## src/rtl/core/prle_pkg.sv

```systemverilog
package prle_pkg;

    // Run counter width and its saturation value
    localparam int COUNT_BITS = 28;
    localparam logic [COUNT_BITS-1:0] COUNT_MAX = {COUNT_BITS{1'b1}};

    // Command queue between front and back
    localparam int QDEPTH = 4;
    localparam int QAW    = $clog2(QDEPTH);

    // Channel count modes
    localparam logic [1:0] MODE_L    = 2'd0;
    localparam logic [1:0] MODE_RGB  = 2'd1;
    localparam logic [1:0] MODE_RGBA = 2'd2;

    // Marker bytes
    localparam logic [7:0] CHAR_I = 8'h49;
    localparam logic [7:0] CHAR_M = 8'h4d;
    localparam logic [7:0] CHAR_S = 8'h53;
    localparam logic [7:0] CHAR_E = 8'h45;

    // Length of a run that opens and closes on the same pixel
    localparam logic [7:0] LEB_ONE = 8'h01;

    typedef struct packed {
        logic [7:0] red;
        logic [7:0] green;
        logic [7:0] blue;
        logic [7:0] alpha;
        logic       frame_end;
    } t_pixel_item;

    typedef struct packed {
        logic [7:0] out_byte;
        logic       last_byte;
    } t_byte_item;

    // One pixel's worth of output work, in emission order
    typedef struct packed {
        logic                  has_start;
        logic                  has_blk_a;
        logic                  has_blk_b;
        logic                  has_end;
        logic [COUNT_BITS-1:0] len_a;
        logic [31:0]           pix_a;
        logic [31:0]           pix_b;
    } t_cmd;

    typedef enum logic [2:0] {
        PH_START,
        PH_LENA,
        PH_PIXA,
        PH_LENB,
        PH_PIXB,
        PH_END
    } t_phase;

endpackage

```

## src/rtl/core/prle_front.sv

```systemverilog
module prle_front (
    input  logic                  i_clk,
    input  logic                  i_rst_n,
    input  logic                  i_in_valid,
    output logic                  o_in_stall,
    input  prle_pkg::t_pixel_item i_in_item,
    input  logic                  i_q_full,
    output logic                  o_q_push,
    output prle_pkg::t_cmd        o_q_cmd
);
    import prle_pkg::*;

    logic [31:0]           r_run_pixel, n_run_pixel;
    logic [COUNT_BITS-1:0] r_run_len, n_run_len;
    logic                  r_inside, n_inside;

    logic                  accept;
    logic [31:0]           px;
    logic                  differ;
    logic                  open_new;
    logic [COUNT_BITS-1:0] len_inc;

    assign o_in_stall = i_q_full;
    assign accept     = i_in_valid && !i_q_full;
    assign px         = {i_in_item.alpha, i_in_item.blue, i_in_item.green, i_in_item.red};
    assign differ     = px != r_run_pixel;
    assign open_new   = !r_inside || differ;
    assign len_inc    = (r_run_len == COUNT_MAX) ? r_run_len : r_run_len + 1'b1;

    // Classify the pixel into a command and advance the run
    always_comb begin
        o_q_cmd.has_start = !r_inside;
        o_q_cmd.has_blk_a = r_inside && (differ || i_in_item.frame_end);
        o_q_cmd.has_blk_b = i_in_item.frame_end && open_new;
        o_q_cmd.has_end   = i_in_item.frame_end;
        o_q_cmd.len_a     = differ ? r_run_len : len_inc;
        o_q_cmd.pix_a     = r_run_pixel;
        o_q_cmd.pix_b     = px;
        o_q_push = accept && (o_q_cmd.has_start || o_q_cmd.has_blk_a || o_q_cmd.has_end);

        n_run_pixel = r_run_pixel;
        n_run_len   = r_run_len;
        n_inside    = r_inside;
        if (accept) begin
            if (open_new) begin
                n_run_pixel = px;
                n_run_len   = {{(COUNT_BITS-1){1'b0}}, 1'b1};
            end else begin
                n_run_len = len_inc;
            end
            n_inside = 1'b1;
            if (i_in_item.frame_end) begin
                n_inside  = 1'b0;
                n_run_len = '0;
            end
        end
    end

    always_ff @(posedge i_clk) begin
        if (!i_rst_n) begin
            r_run_pixel <= '0;
            r_run_len   <= '0;
            r_inside    <= 1'b0;
        end else begin
            r_run_pixel <= n_run_pixel;
            r_run_len   <= n_run_len;
            r_inside    <= n_inside;
        end
    end

endmodule

```

## src/rtl/core/prle_queue.sv

```systemverilog
module prle_queue (
    input  logic           i_clk,
    input  logic           i_rst_n,
    input  logic           i_push,
    input  prle_pkg::t_cmd i_cmd,
    output logic           o_full,
    input  logic           i_pop,
    output logic           o_nonempty,
    output prle_pkg::t_cmd o_cmd
);
    import prle_pkg::*;

    t_cmd           r_mem [QDEPTH];
    logic [QAW-1:0] r_wr_ptr, r_rd_ptr;
    logic [QAW:0]   r_count;

    assign o_full     = r_count == QAW'(0) + (QAW+1)'(QDEPTH);
    assign o_nonempty = r_count != '0;
    assign o_cmd      = r_mem[r_rd_ptr];

    // Storage
    always_ff @(posedge i_clk) begin
        if (i_push) begin
            r_mem[r_wr_ptr] <= i_cmd;
        end
    end

    // Pointers and fill count
    always_ff @(posedge i_clk) begin
        if (!i_rst_n) begin
            r_wr_ptr <= '0;
            r_rd_ptr <= '0;
            r_count  <= '0;
        end else begin
            if (i_push) begin
                r_wr_ptr <= r_wr_ptr + 1'b1;
            end
            if (i_pop) begin
                r_rd_ptr <= r_rd_ptr + 1'b1;
            end
            if (i_push && !i_pop) begin
                r_count <= r_count + 1'b1;
            end else if (!i_push && i_pop) begin
                r_count <= r_count - 1'b1;
            end
        end
    end

endmodule

```

## src/rtl/core/prle_back.sv

```systemverilog
module prle_back (
    input  logic                 i_clk,
    input  logic                 i_rst_n,
    input  logic [1:0]           i_pixel_mode,
    input  logic                 i_q_nonempty,
    input  prle_pkg::t_cmd       i_q_cmd,
    output logic                 o_q_pop,
    output logic                 o_out_valid,
    input  logic                 i_out_stall,
    output prle_pkg::t_byte_item o_out_item
);
    import prle_pkg::*;

    t_cmd                  r_cmd, n_cmd;
    logic                  r_busy, n_busy;
    t_phase                r_phase, n_phase;
    logic [1:0]            r_idx, n_idx;
    logic [COUNT_BITS-1:0] r_lenv, n_lenv;
    logic                  r_out_valid, n_out_valid;
    t_byte_item            r_out_item, n_out_item;

    logic                  out_free;
    logic [7:0]            cur_byte;
    logic                  phase_done;
    logic                  has_next;
    t_phase                next_phase;
    t_phase                first_phase;
    logic [COUNT_BITS-1:0] rest;
    logic [1:0]            pix_last;

    assign out_free    = !r_out_valid || !i_out_stall;
    assign o_out_valid = r_out_valid;
    assign o_out_item  = r_out_item;
    assign rest        = r_lenv >> 7;

    // Index of the final channel byte per block
    always_comb begin
        case (i_pixel_mode)
            MODE_L:   pix_last = 2'd0;
            MODE_RGB: pix_last = 2'd2;
            default:  pix_last = 2'd3;
        endcase
    end

    // Current byte and whether it closes its phase
    always_comb begin
        cur_byte   = '0;
        phase_done = 1'b0;
        case (r_phase)
            PH_START, PH_END: begin
                case (r_idx)
                    2'd0:    cur_byte = CHAR_I;
                    2'd1:    cur_byte = CHAR_M;
                    default: cur_byte = (r_phase == PH_START) ? CHAR_S : CHAR_E;
                endcase
                phase_done = r_idx == 2'd2;
            end
            PH_LENA: begin
                cur_byte   = {rest != '0, r_lenv[6:0]};
                phase_done = rest == '0;
            end
            PH_LENB: begin
                cur_byte   = LEB_ONE;
                phase_done = 1'b1;
            end
            PH_PIXA: begin
                cur_byte   = r_cmd.pix_a[{r_idx, 3'b000} +: 8];
                phase_done = r_idx == pix_last;
            end
            PH_PIXB: begin
                cur_byte   = r_cmd.pix_b[{r_idx, 3'b000} +: 8];
                phase_done = r_idx == pix_last;
            end
            default: begin
                cur_byte   = '0;
                phase_done = 1'b1;
            end
        endcase
    end

    // Phase that follows the current one, if any
    always_comb begin
        has_next   = 1'b0;
        next_phase = PH_END;
        case (r_phase)
            PH_START: begin
                has_next = r_cmd.has_blk_a || r_cmd.has_blk_b || r_cmd.has_end;
                if (r_cmd.has_blk_a) begin
                    next_phase = PH_LENA;
                end else if (r_cmd.has_blk_b) begin
                    next_phase = PH_LENB;
                end
            end
            PH_LENA: begin
                has_next   = 1'b1;
                next_phase = PH_PIXA;
            end
            PH_PIXA: begin
                has_next = r_cmd.has_blk_b || r_cmd.has_end;
                if (r_cmd.has_blk_b) begin
                    next_phase = PH_LENB;
                end
            end
            PH_LENB: begin
                has_next   = 1'b1;
                next_phase = PH_PIXB;
            end
            PH_PIXB: begin
                has_next = r_cmd.has_end;
            end
            default: begin
                has_next = 1'b0;
            end
        endcase
    end

    // Entry phase of a freshly popped command
    always_comb begin
        if (i_q_cmd.has_start) begin
            first_phase = PH_START;
        end else if (i_q_cmd.has_blk_a) begin
            first_phase = PH_LENA;
        end else if (i_q_cmd.has_blk_b) begin
            first_phase = PH_LENB;
        end else begin
            first_phase = PH_END;
        end
    end

    // Sequencer and output register
    always_comb begin
        n_cmd       = r_cmd;
        n_busy      = r_busy;
        n_phase     = r_phase;
        n_idx       = r_idx;
        n_lenv      = r_lenv;
        n_out_valid = r_out_valid;
        n_out_item  = r_out_item;
        o_q_pop     = 1'b0;

        if (out_free) begin
            n_out_valid = r_busy;
            if (r_busy) begin
                n_out_item.out_byte  = cur_byte;
                n_out_item.last_byte = phase_done && !has_next;
                if (r_phase == PH_LENA) begin
                    n_lenv = rest;
                end
                if (phase_done) begin
                    n_idx = '0;
                    if (has_next) begin
                        n_phase = next_phase;
                    end else begin
                        n_busy = 1'b0;
                    end
                end else begin
                    n_idx = r_idx + 1'b1;
                end
            end
        end

        if (!r_busy && i_q_nonempty) begin
            o_q_pop = 1'b1;
            n_cmd   = i_q_cmd;
            n_busy  = 1'b1;
            n_phase = first_phase;
            n_idx   = '0;
            n_lenv  = i_q_cmd.len_a;
        end
    end

    always_ff @(posedge i_clk) begin
        if (!i_rst_n) begin
            r_busy      <= 1'b0;
            r_phase     <= PH_START;
            r_idx       <= '0;
            r_out_valid <= 1'b0;
        end else begin
            r_busy      <= n_busy;
            r_phase     <= n_phase;
            r_idx       <= n_idx;
            r_out_valid <= n_out_valid;
        end
    end

    always_ff @(posedge i_clk) begin
        r_cmd      <= n_cmd;
        r_lenv     <= n_lenv;
        r_out_item <= n_out_item;
    end

endmodule

```

## src/rtl/core/pixel_run_length_encoder.sv

```systemverilog
// Channel   Direction  Handshake          Payload
// in        input      i_in_valid/o_in_stall    t_pixel_item (red,green,blue,alpha,frame_end)
// out       output     o_out_valid/i_out_stall  t_byte_item (out_byte,last_byte)
// cfg       input      i_cfg_valid/o_cfg_ready  i_cfg_data: pixel_mode
//
// One pixel is taken per cycle while the four-entry command queue has room.
// The byte side emits one byte per cycle from its output register while i_out_stall is
// low, and fetches a queued command only once the previous one has been emitted; a
// command carries 2 to 16 bytes. Pixels that only extend a run create no command.
// Reset is synchronous, active low; pixel_mode resets to RGBA.
module pixel_run_length_encoder (
    input  logic                 i_clk,
    input  logic                 i_rst_n,
    input  logic                 i_in_valid,
    output logic                 o_in_stall,
    input  prle_pkg::t_pixel_item i_in_item,
    output logic                 o_out_valid,
    input  logic                 i_out_stall,
    output prle_pkg::t_byte_item o_out_item,
    input  logic                 i_cfg_valid,
    output logic                 o_cfg_ready,
    input  logic [1:0]           i_cfg_data
);
    import prle_pkg::*;

    logic [1:0] r_pixel_mode;
    logic       q_full;
    logic       q_push;
    t_cmd       q_in_cmd;
    logic       q_pop;
    logic       q_nonempty;
    t_cmd       q_out_cmd;

    // Mode register, always writable
    assign o_cfg_ready = 1'b1;

    always_ff @(posedge i_clk) begin
        if (!i_rst_n) begin
            r_pixel_mode <= MODE_RGBA;
        end else if (i_cfg_valid) begin
            r_pixel_mode <= i_cfg_data;
        end
    end

    prle_front u_front (
        .i_clk      (i_clk),
        .i_rst_n    (i_rst_n),
        .i_in_valid (i_in_valid),
        .o_in_stall (o_in_stall),
        .i_in_item  (i_in_item),
        .i_q_full   (q_full),
        .o_q_push   (q_push),
        .o_q_cmd    (q_in_cmd)
    );

    prle_queue u_queue (
        .i_clk      (i_clk),
        .i_rst_n    (i_rst_n),
        .i_push     (q_push),
        .i_cmd      (q_in_cmd),
        .o_full     (q_full),
        .i_pop      (q_pop),
        .o_nonempty (q_nonempty),
        .o_cmd      (q_out_cmd)
    );

    prle_back u_back (
        .i_clk        (i_clk),
        .i_rst_n      (i_rst_n),
        .i_pixel_mode (r_pixel_mode),
        .i_q_nonempty (q_nonempty),
        .i_q_cmd      (q_out_cmd),
        .o_q_pop      (q_pop),
        .o_out_valid  (o_out_valid),
        .i_out_stall  (i_out_stall),
        .o_out_item   (o_out_item)
    );

endmodule
```

## config.mk

```make
export PLATFORM = sky130hd
export DESIGN_NAME = pixel_run_length_encoder
export DESIGN_NICKNAME = d
export VERILOG_FILES = /design/src/rtl/core/prle_pkg.sv /design/src/rtl/core/prle_front.sv /design/src/rtl/core/prle_queue.sv /design/src/rtl/core/prle_back.sv /design/src/rtl/core/pixel_run_length_encoder.sv
export SDC_FILE = /design/constraint.sdc
export NUM_CORES = 1
export LEC_CHECK = 0
export ABC_CLOCK_PERIOD_IN_PS = 6100
export BUFFER_PORTS_ARGS = -buffer_cell sky130_fd_sc_hd__clkbuf_2
export CAP_MARGIN = 20
export CORE_MARGIN = 2
export CORE_UTILIZATION = 55
export DETAILED_ROUTE_END_ITERATION = 16
export GPL_TIMING_DRIVEN = 0
export HOLD_SLACK_MARGIN = 0.12
export PLACE_DENSITY = 0.71
export SYNTH_ARGS = -nofsm -noshare
export SYNTH_HDL_FRONTEND = slang
export SYNTH_SLANG_ARGS = --single-unit
```

## constraint.sdc

```tcl
create_clock -name i_clk -period 6.1 [get_ports i_clk]
set_input_delay 0.61 -clock i_clk [delete_from_list [all_inputs] [get_ports i_clk]]
set_output_delay 0.61 -clock i_clk [all_outputs]
set_load 0.02 [all_outputs]
```

==> qor.txt <==
RUN STATUS
----------------------------------------------------------------------------
Run status                                                      finished clean

TIMING
----------------------------------------------------------------------------
Time the final worst path needs with I/O delays and setup            3.85 ns
Final setup slack of the worst path                                  2.25 ns
Period utilisation layout                                              63.1%
Fin Hold WS                                                         0.254 ns
Total count of hold-check failures in the final report                     0
Highest clock frequency the design can meet                          260 MHz
Normalized max-slew margin                                             34.8%
Final-report max-slew violation count                                      0
Setup clock skew after layout                                      0.0199 ns
Transition time at the pin with the least slew margin               0.976 ns
RSZ-0062 raised after global routing                                   false
Final setup violation count                                                0

CLOCKING
----------------------------------------------------------------------------
Number of gates resized after CTS                                          0
CTS hold repair buffers                                                    0
Clk slew on worst S/H paths                                          0.07 ns
Post-CTS Repair Setup Buffers                                              0
Maximum clock path buffer count                                            3
Total number of clock tree sinks                                         567
Depth of the CTS H-tree                                                    2
Clock Tree Root                                                    clkbuf_16
CTS tree                                                               built
Clk_lat worst skew                                                   0.61 ns
Clock buffer count from CTS                                               56

WORST SETUP PATH
----------------------------------------------------------------------------
Cell with the biggest individual delay on the critical path           nor4_1
Stages on worst setup path                                                12
Start point of the critical path                                u_front.r_run_pixel[30]$_SDFFE_PN0P_
Critical path start-end classification                            reg -> reg
WP data arrival                                                      4.38 ns
Worst reg-to-reg setup slack                                         2.25 ns
Combined buffer and inverter count along the critical path                 2
Crit path cell chain                                            xor2_1 > nor4_1 > and4_1 > and3_1 > clkbuf_1 > nor2_1 > ha_1 > inv_1 > fa_1 > xor2_1 > or3_1 > a21oi_1
Element type at the critical path start                             register
Library cell appearing most often on the critical path                xor2_1
Longest individual stage delay on the worst path                     0.67 ns
CP max FO                                                                 10
Required @ worst endpoint                                            6.63 ns
Endpoint class of the critical path                                 register
CP top delay family                                             simple AND/OR/NAND/NOR gates
Worst setup path end                                            u_queue.r_count[2]$_SDFFE_PN0P_
Critical register-to-register path startpoint                   u_front.r_run_pixel[30]$_SDFFE_PN0P_
Capturing point of the worst reg2reg path                       u_queue.r_count[2]$_SDFFE_PN0P_
Worst r2r path cells                                                      12

LOGIC SYNTHESIS
----------------------------------------------------------------------------
Number of instances in the synthesized netlist                          1378
Average cell area after synthesis                                  16.5 um^2
Synthesis-stage register bit count                                       567
Most used flip-flop cell after synthesis                            edfxtp_1
Post-synthesis instance area                                      22700 um^2
Syn Nets                                                                1427
Part of the Yosys area used for sequential elements                    71.5%
Count of cell types in the netlist                                        69
Synth warn                                                                 0
Share of flip-flops with an asynchronous set or reset                     0%
EDFF count, synth                                                        488

POWER AND IR DROP
----------------------------------------------------------------------------
Net load switching power                                             3.13 mW
Switch share                                                           27.6%
Register share of total power                                          46.9%
Combinational power share                                              20.7%
Clock power share                                                      32.4%
Internal Dissipation                                                 8.23 mW
Power per cell area                                              440 nW/um^2
Leakage Power                                                        8.79 nW
Largest voltage drop on the vdd net                                   255 uV

FLOORPLAN
----------------------------------------------------------------------------
Die span in x                                                         207 um
Area of the die                                                   42900 um^2
Placement row count                                                       74
Core Footprint                                                    40800 um^2
Die Y                                                                 207 um
Number of I/O pins                                                        52
Initial standard-cell utilization of the core                          55.6%

ROUTE
----------------------------------------------------------------------------
Total wire length                                                    51.1 mm
Routed wire per std cell                                             24.6 um
First-pass detailed-route iteration total                                  5
Total DRC errors in the routed layout                                      0
Via count                                                              12800
Number of nets with antenna violations after detailed routing              0
Vias per Instance                                                       6.15
Drt first-iter violations                                               1225

PLACE
----------------------------------------------------------------------------
Pre-CTS worst setup slack                                            2.05 ns
Detailed-placement wirelength estimate                               33.1 mm
Gpl congestion                                                         0.913
Count of input and output buffers                                         49

FINISH
----------------------------------------------------------------------------
Layout-stage area growth over the synthesis result                     13.8%
Final nets                                                              1542
Fill count                                                              2840
Fraction of final layout cells sized beyond drive strength 1           20.1%
Area taken by multi-input logic gates                              6100 um^2
Storage cell area                                                 16200 um^2

GLOBAL ROUTING
----------------------------------------------------------------------------
Total GRT Usage                                                        24.1%
Total grt overflow                                                         0
Pin count of the biggest net entering global routing                      57
Initial antenna violation count                                            4
Global-route wire length before repair                               77.4 mm
Vias in the first global route                                         12700

MIN PATH
----------------------------------------------------------------------------
Worst hold path cell count                                                 3
Worst Hold Class                                                   in -> reg

JOB
----------------------------------------------------------------------------
Number of violations of the max-capacitance limit                          0

-- cells in the final DEF (no fill, tap or decap), types with 6 or more instances in the layout --
| cell | instances |
|---|---|
| clkbuf_8 | 8 |
| clkbuf_2 | 49 |
| bufinv_16 | 9 |
| nand4_1 | 14 |
| buf_2 | 21 |
| xnor2_1 | 14 |
| o21ai_0 | 46 |
| or3_1 | 13 |
| or4_1 | 8 |
| clkbuf_16 | 58 |
| a31oi_1 | 19 |
| buf_1 | 6 |
| inv_1 | 12 |
| mux4_2 | 112 |
| and3_1 | 10 |
| edfxtp_1 | 488 |
| nand2_1 | 149 |
| a21oi_1 | 17 |
| mux2i_1 | 11 |
| ha_1 | 8 |
| clkbuf_1 | 63 |
| nor2_1 | 51 |
| dfxtp_1 | 79 |
| clkinv_2 | 6 |
| xor2_1 | 47 |
| nand3_1 | 66 |
| clkinv_1 | 6 |
| nor3_1 | 18 |
| nor4_1 | 12 |
| and2_1 | 10 |
-- routing by layer --
layer,global-route usage [%],vias up,wire (um)
met5,0,-,10
met3,6.55,117,4760
met1,34.0,6445,21000
met4,8.35,2,1650
met2,36.8,550,23700
li1,-,5648,-
-- cell families after synthesis --
group / Yosys count / share of synthesized area [%]
AOI/OAI and AO/OA: 126 / 3.56
adders and majority gates: 9 / 0.529
and+or+nand+nor: 391 / 8.52
other: 1 / 0.0165
muxes: 127 / 11.8
buffers and inverters: 96 / 1.71
DFF: 567 / 71.5
xor gates and xnor gates: 61 / 2.35
-- power by group through the flow --
stage	clock network [mW]	registers, mW	logic (mW)
floorplan	0	5.35	1.54
global placement	0	5.47	2.23
detailed placement	0	5.41	2.35
CTS	3.73	5.34	2.36
global route	3.87	5.38	2.55
finish	3.68	5.34	2.35
-- cells in the mapped netlist, types with 5 or more instances --
library cell	number	share of area (%)
a21oi_1	17	0.37
a31oi_1	19	0.52
and2_1	10	0.28
and3_1	14	0.39
and4_1	5	0.19
buf_1	7	0.12
buf_2	20	0.44
clkbuf_1	53	0.88
dfxtp_1	79	7.0
edfxtp_1	488	65
ha_1	8	0.44
inv_1	12	0.20
mux2i_1	11	0.49
mux4_2	112	11
nand2_1	149	2.5
nand2b_1	5	0.14
nand3_1	66	1.5
nand4_1	14	0.39
nor2_1	51	0.84
nor3_1	18	0.40
nor4_1	12	0.33
o21ai_0	47	1.0
or3_1	13	0.36
or4_1	8	0.26
xnor2_1	14	0.54
xor2_1	47	1.8
-- worst register-to-register path: cells and delay by family, from the launching register on --
family	cells	cell delay, ns
XOR/XNOR	2	0.26
AND/OR/NAND/NOR	5	1.85
adder cells (fa/ha/maj)	2	0.48
flip-flops	1	0.45
buffers and inverters	2	0.60
AO/OA/AOI/OAI	1	0.15
-- registers in the layout, indices dropped and copies added, names as in the netlist, named ones only --
register / count
u_back.r_phase: 3
u_back.o_out_valid: 1
u_front.r_run_pixel: 32
u_back.r_lenv: 28
u_front.r_run_len: 28
u_back.r_cmd: 67
r_pixel_mode: 2
u_back.r_busy: 1
u_front.r_inside: 1
u_queue.r_wr_ptr: 2
u_back.o_out_item: 9
u_queue.r_count: 3
u_queue.r_mem: 384
u_back.r_idx: 2
u_queue.r_rd_ptr: 2
-- metrics by stage --
step                      utilization, %  power, mW  cell area [um^2]  std cells  setup TNS (ns)
after CTS                           63.2       11.4             25800       2072               0
after global placement              57.8       7.70             23600       1959         -363.55
final                               63.3       11.4             25800       2075               0
after global routing                63.3       11.8             25800       2074               0
after floorplan                        -       6.90             22700       1378               0
after detailed placement            58.3       7.75             23800       1966               0
-- worst min-delay path by stage --
stage | slack [ns] | start | to
finish | 0.25 | i_cfg_data[1] | r_pixel_mode[1]$_SDFFE_PN1P_
global route | 0.26 | i_out_stall | u_back.o_out_valid$_SDFFE_PN0P_
CTS | 0.24 | i_in_item[20] | u_queue.r_mem[2][11]$_DFFE_PP_
detailed placement | 0.48 | u_back.r_busy$_SDFFE_PN0P_ | u_back.o_out_valid$_SDFFE_PN0P_
global placement | 0.48 | u_back.r_busy$_SDFFE_PN0P_ | u_back.o_out_valid$_SDFFE_PN0P_
floorplan | 0.45 | u_back.r_busy$_SDFFE_PN0P_ | u_back.o_out_valid$_SDFFE_PN0P_
-- cell type report --
| type | count | share of cell area, % |
|---|---|---|
| tap | 532 | 2.58 |
| sequential | 567 | 62.8 |
| buffer | 81 | 1.29 |
| antenna | 2 | 0.0194 |
| multi-input combinational | 715 | 23.6 |
| inverter | 15 | 0.218 |
| clock buffer | 76 | 6.19 |
| clock inverter | 30 | 1.58 |
| timing repair buffer | 57 | 1.68 |
Power figures use the tool's default switching activity.
